`src/rtl/demc_pkg.sv`:
```
// Shared types, register codes and fixed-point constants of the difference-equation controller.
`timescale 1ns / 1ps

package demc_pkg;

	// Number of coefficient pairs and depth of the kept histories.
	localparam int COEF_COUNT = 3;
	localparam int HIST_ORDER = 3;

	localparam int SAMPLE_W = 24;
	localparam int ERR_W    = SAMPLE_W + 1;
	localparam int COEF_W   = 32;
	localparam int CTL_W    = 32;
	localparam int DRIVE_W  = 9;
	localparam int ORDER_W  = 2;
	localparam int CFG_IDX_W  = 3;
	localparam int CFG_DATA_W = 32;
	localparam int FRAC_SHIFT = 16;

	// Product widths and the accumulator that holds the exact sum of all products.
	localparam int PE_W  = COEF_W + ERR_W;
	localparam int PO_W  = COEF_W + CTL_W;
	localparam int ACC_W = PO_W + 3;
	localparam int SHR_W = ACC_W - FRAC_SHIFT;

	// Drive limit in Q.8: 255.0 and -255.0.
	localparam logic signed [CTL_W-1:0] DRIVE_MAX_Q8 = 32'sd65280;
	localparam logic signed [CTL_W-1:0] DRIVE_MIN_Q8 = -32'sd65280;
	localparam logic signed [CTL_W-1:0] CTL_MAX = 32'sh7fff_ffff;
	localparam logic signed [CTL_W-1:0] CTL_MIN = 32'sh8000_0000;

	typedef enum logic [CFG_IDX_W-1:0] {
		REG_LOOP_MODE    = 3'd0,
		REG_FILTER_ORDER = 3'd1,
		REG_ERR_COEF_0   = 3'd2,
		REG_ERR_COEF_1   = 3'd3,
		REG_ERR_COEF_2   = 3'd4,
		REG_OUT_COEF_0   = 3'd5,
		REG_OUT_COEF_1   = 3'd6,
		REG_OUT_COEF_2   = 3'd7
	} reg_idx_t;

	localparam logic LOOP_SPEED    = 1'b0;
	localparam logic LOOP_POSITION = 1'b1;
	localparam logic ITEM_SAMPLE   = 1'b0;
	localparam logic ITEM_CLEAR    = 1'b1;

	typedef struct packed {
		logic                                loop_mode;
		logic [ORDER_W-1:0]                  filter_order;
		logic [COEF_COUNT-1:0][COEF_W-1:0]   err_coef;
		logic [COEF_COUNT-1:0][COEF_W-1:0]   out_coef;
	} cfg_t;

	typedef struct packed {
		logic signed [DRIVE_W-1:0] drive;
		logic signed [CTL_W-1:0]   control_value;
		logic                      clamped;
	} result_t;

endpackage

```
`src/rtl/demc_cfg.sv`:
```
// Configuration register file of the difference-equation controller.
`timescale 1ns / 1ps

module demc_cfg import demc_pkg::*; (
	input  logic                  clk,
	input  logic                  arst_n,
	input  logic                  cfg_we,
	input  logic [CFG_IDX_W-1:0]  cfg_index,
	input  logic [CFG_DATA_W-1:0] cfg_data,
	output cfg_t                  cfg
);

	cfg_t cfg_q;

	always_ff @(posedge clk or negedge arst_n) begin
		if (!arst_n) begin
			cfg_q <= '0;
		end else if (cfg_we) begin
			case (reg_idx_t'(cfg_index))
				REG_LOOP_MODE:    cfg_q.loop_mode       <= cfg_data[0];
				REG_FILTER_ORDER: cfg_q.filter_order    <= cfg_data[ORDER_W-1:0];
				REG_ERR_COEF_0:   cfg_q.err_coef[0]     <= cfg_data[COEF_W-1:0];
				REG_ERR_COEF_1:   cfg_q.err_coef[1]     <= cfg_data[COEF_W-1:0];
				REG_ERR_COEF_2:   cfg_q.err_coef[2]     <= cfg_data[COEF_W-1:0];
				REG_OUT_COEF_0:   cfg_q.out_coef[0]     <= cfg_data[COEF_W-1:0];
				REG_OUT_COEF_1:   cfg_q.out_coef[1]     <= cfg_data[COEF_W-1:0];
				REG_OUT_COEF_2:   cfg_q.out_coef[2]     <= cfg_data[COEF_W-1:0];
				default: begin
				end
			endcase
		end
	end

	assign cfg = cfg_q;

endmodule

```
`config.mk`:
```
export PLATFORM = sky130hd
export DESIGN_NAME = demc_cfg
export DESIGN_NICKNAME = d
export VERILOG_FILES = /design/src/rtl/demc_pkg.sv /design/src/rtl/demc_cfg.sv
export SDC_FILE = /design/constraint.sdc
export NUM_CORES = 1
export LEC_CHECK = 0
export ABC_AREA = 0
export BUFFER_PORTS_ARGS = -buffer_cell sky130_fd_sc_hd__clkbuf_2
export CAP_MARGIN = 40
export CORE_AREA = 8 8 119 148
export DETAILED_ROUTE_END_ITERATION = 16
export DIE_AREA = 0 0 127 156
export PLACE_DENSITY = 0.78
export REMOVE_ABC_BUFFERS = 1
export SYNTH_ARGS = -nofsm -noshare
export SYNTH_HDL_FRONTEND = slang
export SYNTH_SLANG_ARGS = --single-unit
```
`constraint.sdc`:
```
create_clock -name clk -period 1.1 [get_ports clk]
set_clock_uncertainty 0.05 [all_clocks]
set_input_delay 0.11 -clock clk [delete_from_list [all_inputs] [get_ports clk]]
set_output_delay 0.11 -clock clk [all_outputs]
set_load 0.05 [all_outputs]
```
# Word level (Yosys, flattened, before mapping)

Cells that the tools add are included.
Widths: inputs -> output; s select.

Equality and inequality tests: 7
Reduce and logical (&&, ||, !) cells: 9

Operators by type and width:

| operator           | count |
|---|---|
| $reduce_and 2->1   | 8 |
| $eq 3x3->1 const B | 4 |
| $eq 3x2->1 const B | 2 |
| $eq 3x1->1 const B | 1 |
| $logic_not 3->1    | 1 |

Register bits: 195
Input bits: 38
Output and inout port bits: 195
Word-level logic and storage cells: 24

# Longest topological paths before layout

Gate-level depths: netlist of run 1.

Depth in word-level cells: 2
Mapped depth: 5
Depth with buffers taken out: 2

# Worst setup path after synthesis of run 1

OpenSTA, ideal clock, no wires.

Path type: input port to flip-flop
Start: in cfg_index[0]
End: reg cfg_q (netlist bit cfg[100])
Setup time: 0.125 ns
Data arrival time: 1.089 ns
Data required time: 0.925 ns
Setup slack: -0.164 ns
Stages: 5
Path buffers: 3
Cells stage by stage: buf_4 and4bb_1 buf_6 buf_6 mux2_4

Word-level cells in the longest chain between the ends: 2

RTL lines:

| what                              | line           | RTL |
|---|---|---|
| from (decl)                       | demc_cfg.sv:8  | `input logic [CFG_IDX_W-1:0] cfg_index,` |
| $eq 3x2->1                        | demc_cfg.sv:19 | `case (reg_idx_t'(cfg_index))` |
| $reduce_and 2->1 (no source line) | n/a            |  |
| to (decl)                         | demc_cfg.sv:13 | `cfg_t cfg_q;` |

No other way between the ends.
A chain may end at the register's enable or synchronous reset.

# Final worst setup path of run 1

Start: reg cfg_q (netlist bit cfg[12])
End: out cfg[12] in the netlist's numbering

RTL lines:

| what      | line           | RTL |
|---|---|---|
| to (decl) | demc_cfg.sv:10 | `output cfg_t cfg` |

No word-level cell between the ends.

==> results of run 1 <==
-- where the power goes --
group / total [mW] / leakage (nW) / switching [mW] / internal, mW
clock network: 7.31 / 0.332 / 2.93 / 4.37
registers: 10.4 / 2.34 / 1.67 / 8.76
logic: 15.0 / 3.52 / 8.11 / 6.85
-- path summary, 6_finish.rpt --
| check | to | slack [ps] | cells after the start |
|---|---|---|---|
| max in group asynchronous | cfg[37] | 360 | 3 |
| min in group clk | cfg[194] | 230 | 4 |
| setup reg to reg | cfg[103] | -30 | 3 |
| hold reg to reg | cfg[36] | 490 | 1 |
| hold / removal | cfg[114] | 110 | 2 |
| setup / recovery | cfg[12] | -110 | 1 |
-- final cells by class --
type / count / area [sq um] / share of cell area, %
repair buffers: 393 / 4590 / 35.4
multi-input cells: 203 / 2570 / 19.8
well taps: 185 / 231 / 1.79
clock buffers: 18 / 439 / 3.39
clock inverters: 14 / 249 / 1.92
flip-flops and latches: 195 / 4880 / 37.7
-- cells in the final DEF, fill, tap and decap left out --
master / Yosys / layout
buf_6: 10 / 3
dlygate4sd3_1: 0 / 33
mux2_1: 8 / 8
mux2_4: 60 / 64
clkbuf_8: 0 / 1
nand4b_4: 3 / 3
nand4_2: 1 / 1
inv_6: 0 / 4
mux2_2: 127 / 123
clkbuf_2: 0 / 36
clkinvlp_4: 0 / 1
buf_4: 2 / 112
nor4b_1: 1 / 1
clkinv_4: 0 / 3
and4bb_2: 1 / 3
clkbuf_16: 0 / 17
bufinv_16: 0 / 6
dfrtp_1: 195 / 195
buf_12: 0 / 14
buf_8: 0 / 195
-- metrics by stage --
stage	hold WS [ps]	utilization [%]	TNS, ps
3_5_place_dp	-25.8	60.0	-33410
6_report	106	84.6	-14620
4_1_cts	107	80.2	-15730
2_1_floorplan	-236	-	-65650
5_1_grt	118	84.6	-20370
3_3_place_gp	-32.6	60.0	-27980
-- cell families after synthesis --
family        Yosys count  synth area share (%)
buf+inv                24                  2.46
flops                 195                  64.0
mux                   195                  31.8
simple gates            8                  1.71
-- layer usage --
metal / wire length, um / vias to the layer above / global-route usage (%) / part of all wire (%)
li1: - / 2281 / - / -
met1: 8890 / 2762 / 25.0 / 33
met2: 15500 / 195 / 48.2 / 58
met3: 973 / 72 / 4.69 / 3.7
met4: 1270 / 0 / 15.4 / 4.8
met5: 0 / - / 0 / 0
-- repair_timing --
action / in CTS / in global routing
endpoints found under the setup margin: 195 / 195
hold endpoints to repair: 387 / 0
hold buffers: 33 / 0
resized for setup: 390 / 201
buffers inserted: 48 / 55
==> run summary, run 1 <==
Fin. Hold Viols: 0
GP Congestion: 0.757
Vias in the first global route: 6003
Leak Pwr: 6.20 nW
Max Freq: 823 MHz
IO Count: 233
Rows: 51
Power Total: 32.7 mW
CP Data Required Time: 940 ps
Placed inst area: 9190 sq um
Number of synthesized flops with an enable pin: 0
Maximum vdd drop: 1.50 mV
Syn Std Cell Area: 7620 sq um
Cell variety after synth: 12
Setup WS pre-CTS: -267 ps
Power Dens Cells: 2520 nW/um^2
Mapped Cells: 422
Slowest-stage cell, CP: dfrtp_1
Cell Chain, Critical Path: buf_8
Worst Setup SP: cfg[12]
Top delay family on crit path: flip-flops
Wirelength, routed: 26600 um
Post-Place Cells: 840
Synth warn: 0
Fillers: 640
Syn Area/Cell: 18.1 sq um
Clock sinks: 195
Critical path class: flip-flop to output port
Htree depth: 4
Largest fanout on the critical path: 2
Slew Limit Fails: 0
Final setup violation count: 201
Core outline area: 15300 sq um
Initial Util: 49.7%
Layout area overhead: 70.1%
Final Critical Period: 1210 ps
Overall routing resource usage: 25.4%
Worst skew pair latency: 440 ps
Ys async rst share: 100%
Non-filler cells in the finished layout: 1008
Vert. Die Dim: 156 um
Worst-Margin Slew: 466 ps
Register area share after synthesis: 64.0%
Antenna violations before repair: 0
Failing checks: setup timing
Dominant synthesized flop cell: dfrtp_1
Die ar.: 19800 sq um
Gr ovfl total: 0
Final Instance Area: 13000 sq um
Num CTS Buffers: 17
Max reg flops: 195
Drc violations: 0
Main area contributors after synthesis: dfrtp_1 64%, mux2_2 19%, mux2_4 12%
Arr. time, crit path: 1050 ps
Pin count of the biggest net entering global routing: 42
RR Startpoint: cfg[103]
Pre-antenna DRT Iters: 4
HPWL Detailed: 14200 um
Via count: 5310
DR WL/cell: 26.4 um
Final Net Count: 848
CTS Buffer Depth: 2
Top post-synthesis cells by count: 195 x dfrtp_1, 127 x mux2_2, 60 x mux2_4
First DRT Iteration DRCs: 274
Avg Vias per Cell: 5.27
Crit end category: output port
Antenna cell count: 0
Hold crit path type: primary input to asynchronous set/reset pin
Period utilisation layout: 110%
CTS root buf: clkbuf_16
Status: complete, but fails checks
First-pass GRT wire length: 37400 um
Die Wd: 127 um
PortBufs: 232
Register bit count reported by yosys: 195
Final setup margin: -115 ps
Final antenna-violating net count: 0
Yosys top cell by area: dfrtp_1
Count leader, synth: dfrtp_1
Worst setup SP type: flip-flop
Post-synth top area share: 64.0%
Buf/Inv on CP: 1
Share of cells above drive strength 1: 71.2%
# Max-Cap Violations: 0
Worst-path clk slew: 80 ps
RSZ-0062 raised after global routing: true
Slew HR: 68.5%
Max stage delay on crit path: 430 ps
CTS tree: done
Power figures use the tool's default switching activity.
==> run 2: changes to the inputs <==
CORE_AREA = 3 3 114 143   (was 8 8 119 148)
DIE_AREA = 0 0 117 146   (was 0 0 127 156)
SETUP_SLACK_MARGIN = 0.3   (was default)
clock period = 1.35 ns   (was 1.1 ns; I/O delays follow)
==> run 2 against run 1 <==
Net effect: the flow now finishes without violations; largest cell class unchanged; global-route usage grew 3.5 points; register-to-register slack gained 250 ps; critical endpoint is now cfg[135]; core utilization grew 1.6 points; critical path type unchanged; count of clock-buffer cells in the layout grew 4; sequential power shrank 18%.
==> run summary, run 2 (synthesis results as in run 1) <==
Htree depth: 4
Max reg flops: 195
CTS root buf: clkbuf_16
Initial Util: 50.7%
Final Net Count: 851
Num CTS Buffers: 17
Final antenna-violating net count: 0
Final Instance Area: 12900 sq um
Slew HR: 62.1%
IO Count: 233
Power Dens Cells: 2040 nW/um^2
Hold crit path type: primary input to flip-flop
Share of cells above drive strength 1: 71.4%
GP Congestion: 0.787
Fin. Hold Viols: 0
Wirelength, routed: 25900 um
Slowest-stage cell, CP: dfrtp_1
FF-to-FF End: cfg[189]
Status: complete, no violations
Critical path class: flip-flop to output port
Buf/Inv on CP: 1
Overall routing resource usage: 28.9%
Maximum vdd drop: 1.31 mV
Period utilisation layout: 90.3%
CTS Buffer Depth: 2
Gr ovfl total: 0
Top delay family on crit path: flip-flops
RR Startpoint: cfg[189]
Final Util: 86.2%
Total Neg Setup Slack: 0 ps
Most frequent cells in the layout: 195 x dfrtp_1, 195 x buf_8, 126 x mux2_2
Final setup margin: 132 ps
Final setup violation count: 0
HPWL Detailed: 13100 um
Worst Hold Path EP: cfg[26]
Worst-Margin Slew: 561 ps
RSZ-0062 raised after global routing: true
Leak Pwr: 6.20 nW
Post-Place Cells: 833
Reg2Reg Setup Slack: 220 ps
First DRT Iteration DRCs: 366
Hold depth: 2
Drc violations: 0
Sequential Area: 4880 sq um
Arr. time, crit path: 1030 ps
Non-filler cells in the finished layout: 1008
Min Hold Slack: 41.1 ps
Pin count of the biggest net entering global routing: 57
Cell Chain, Critical Path: buf_8
Max Freq: 821 MHz
Core outline area: 15000 sq um
Antenna violations before repair: 0
Clock sinks: 195
Footprint of the multi-input gates: 2550 sq um
First-pass GRT wire length: 36800 um
Avg Vias per Cell: 5.43
Setup WS pre-CTS: 3.74 ps
CP Data Required Time: 1160 ps
Vias in the first global route: 6123
Crit end category: output port
Placed inst area: 9170 sq um
Reg2Reg Depth: 3
Largest fanout on the critical path: 2
Fillers: 607
DR WL/cell: 25.7 um
Die ar.: 17100 sq um
Power Total: 26.3 mW
Pre-antenna DRT Iters: 4
Slew Limit Fails: 0
Final Critical Period: 1220 ps
Layout area overhead: 69.8%
PortBufs: 232
Antenna cell count: 0
Worst-path clk slew: 70 ps
Worst setup SP type: flip-flop
Hold_sp: cfg_data[26]
Rows: 50
Die Wd: 117 um
Worst skew pair latency: 420 ps
Via count: 5478
CTS tree: done
# Max-Cap Violations: 0
Max stage delay on crit path: 430 ps
Vert. Die Dim: 146 um
-- run 2: changes by cell type in the layout (fill, tap and decap cells not counted), sizes merged --
cell | previous run | this run
clkinvlp | 1 | 0
bufinv | 6 | 4
dlygate4sd3 | 33 | 31
inv | 4 | 3
buf | 324 | 329
clkbuf | 54 | 58
-- run 2: layer usage --
layer	vias up	wire (um)	global-route usage, %	part of all wire (%)
li1	2285	-	-	-
met1	2863	8480	30.9	33
met2	245	14900	52.1	57
met3	85	1130	5.87	4.3
met4	0	1460	15.3	5.6
met5	-	0	0	0
-- run 2: cell type report --
type / instances / share of cell area, %
Multi-Input combinational cell: 203 / 19.7
Timing Repair Buffer: 396 / 35.7
Tap cell: 182 / 1.76
Clock inverter: 10 / 1.30
Clock buffer: 22 / 3.74
Sequential cell: 195 / 37.7
-- run 2: worst max path at each step --
stage | start | to | depth (start not counted)
floorplan | cfg_index[2] | cfg[112] | 2
global placement | cfg_index[1] | cfg[191] | 4
detailed placement | cfg_index[0] | cfg[194] | 4
CTS | cfg[66] | cfg[66] | 1
global route | cfg[66] | cfg[66] | 1
finish | cfg[135] | cfg[135] | 1
-- run 2: power by group --
group / switching [mW] / internal, mW / leakage (nW)
clock network: 2.29 / 3.33 / 0.323
logic: 6.60 / 5.63 / 3.53
registers: 1.36 / 7.14 / 2.34
-- run 2: worst reg2reg max path: stages, from the launching register on --
cell	delay, ps
dfrtp_1	410
buf_4	150
buf_4	120
mux2_4	280
-- run 2: repair_timing --
action | in CTS | in global routing
hold buffers | 31 | 0
pin swaps | 0 | 0
setup buffers | 54 | 58
setup endpoints to repair | 195 | 196
hold endpoints to repair | 364 | 0
gates resized for setup | 390 | 198
==> run 3: changes to the inputs <==
MAX_ROUTING_LAYER = met4   (was default)
PLACE_DENSITY = default   (was 0.78)
PLACE_DENSITY_LB_ADDON = 0.3   (was default)
SKIP_CTS_REPAIR_TIMING = 1   (was default)
==> run 3 against run 2 <==
Net effect: clock power down 12%; worst hold slack worse by 33 ps; die area unchanged; sequential cell count unchanged; power down 10%; cell count down 4.9%; highest routed layer unchanged.
==> run summary, run 3 (synthesis results as in run 1) <==
Pre-antenna DRT Iters: 4
Htree depth: 4
Slowest-stage cell, CP: dfrtp_1
Worst-Margin Slew: 411 ps
Top delay family on crit path: flip-flops
Pin count of the biggest net entering global routing: 45
Slew HR: 72.6%
RSZ-0062 raised after global routing: true
Gr ovfl total: 0
Critical path class: flip-flop to output port
Critical Path Stages: 1
Largest fanout on the critical path: 2
Share of cells above drive strength 1: 69.9%
Period utilisation layout: 88.8%
Antenna cell count: 0
Die ar.: 17100 sq um
Final antenna-violating net count: 0
GP Congestion: 0.774
Via count: 5031
Final Critical Period: 1200 ps
Most frequent cells in the layout: 195 x dfrtp_1, 195 x buf_6, 127 x mux2_2
Worst skew pair latency: 410 ps
Post-Place Cells: 837
First-pass GRT wire length: 27700 um
CTS Buffer Depth: 2
Slew Limit Fails: 0
Core outline area: 15000 sq um
Fin. Hold Viols: 0
Num CTS Buffers: 17
Avg Vias per Cell: 5.25
Final setup margin: 151 ps
CTS tree: done
Reg2Reg Depth: 2
Non-filler cells in the finished layout: 959
CP Data Required Time: 1160 ps
Max Freq: 834 MHz
Final setup violation count: 0
Initial Util: 50.7%
Vert. Die Dim: 146 um
Final Net Count: 802
Worst-path clk slew: 70 ps
Reg2Reg Setup Slack: 360 ps
CTS root buf: clkbuf_16
Worst setup SP type: flip-flop
DR WL/cell: 22.2 um
Arr. time, crit path: 1010 ps
# Max-Cap Violations: 0
PortBufs: 232
Clock sinks: 195
Buf/Inv on CP: 1
Crit end category: output port
Antenna violations before repair: 0
Setup WS pre-CTS: -10.3 ps
Die Wd: 117 um
Power Dens Cells: 2010 nW/um^2
Rows: 50
Max reg flops: 195
Layout area overhead: 54.5%
Drc violations: 0
Max stage delay on crit path: 420 ps
Cell Chain, Critical Path: buf_6
Final Util: 78.4%
Vias in the first global route: 4894
Hold crit path type: primary input to flip-flop
Wirelength, routed: 21300 um
First DRT Iteration DRCs: 198
Overall routing resource usage: 21.9%
Status: complete, no violations
IO Count: 233
Total Neg Setup Slack: 0 ps
HPWL Detailed: 13100 um
Leak Pwr: 5.67 nW
Maximum vdd drop: 1.17 mV
Hold depth: 2
## run 3: cell types whose count changed in the layout (fill, tap and decap cells not counted), sizes merged
cell         previous run  this run
inv                     3         2
buf                   329       282
clkbuf                 58        57
clkinvlp                0         1
dlygate4sd3            31        28
bufinv                  4         2
clkinv                  3         7
## run 3: through the flow
step / area [sq um] / hold slack [ps] / power, mW
3_3_place_gp: 9230 / 58.2 / 15.9
2_1_floorplan: 7430 / -211 / 13.9
6_report: 11800 / 8.19 / 23.7
4_1_cts: 9810 / -397 / 21.1
3_5_place_dp: 9230 / 62.1 / 16.1
5_1_grt: 11800 / 3.94 / 24.5
## run 3: routing by layer
metal	routed length, um	track usage (%)	vias up	share of wire, %
li1	-	-	2192	-
met1	7640	25.6	2606	36
met2	11900	36.1	179	56
met3	914	4.87	54	4.3
met4	773	9.06	0	3.6
met5	0	-	-	0
## run 3: cell type report
type,count,area [sq um]
clock inverter,12,131
multi-input combinational,203,2550
fill,761,3240
tap,182,228
sequential,195,4880
timing repair buffer,347,3540
clock buffer,20,447
## run 3: final timing paths
path                             start       end
setup / recovery              cfg[134]  cfg[134]
hold / removal             cfg_data[1]  cfg[161]
setup reg to reg              cfg[174]  cfg[174]
hold reg to reg               cfg[142]  cfg[142]
max in group asynchronous       arst_n   cfg[91]
min in group asynchronous       arst_n   cfg[30]
## run 3: power by group
part | internal [mW] | switching (mW) | leakage [nW]
sequential | 7.14 | 1.06 | 2.34
clock | 2.79 | 2.18 | 0.285
combinational | 4.27 | 6.24 | 3.04
total | 14.2 | 9.48 | 5.67
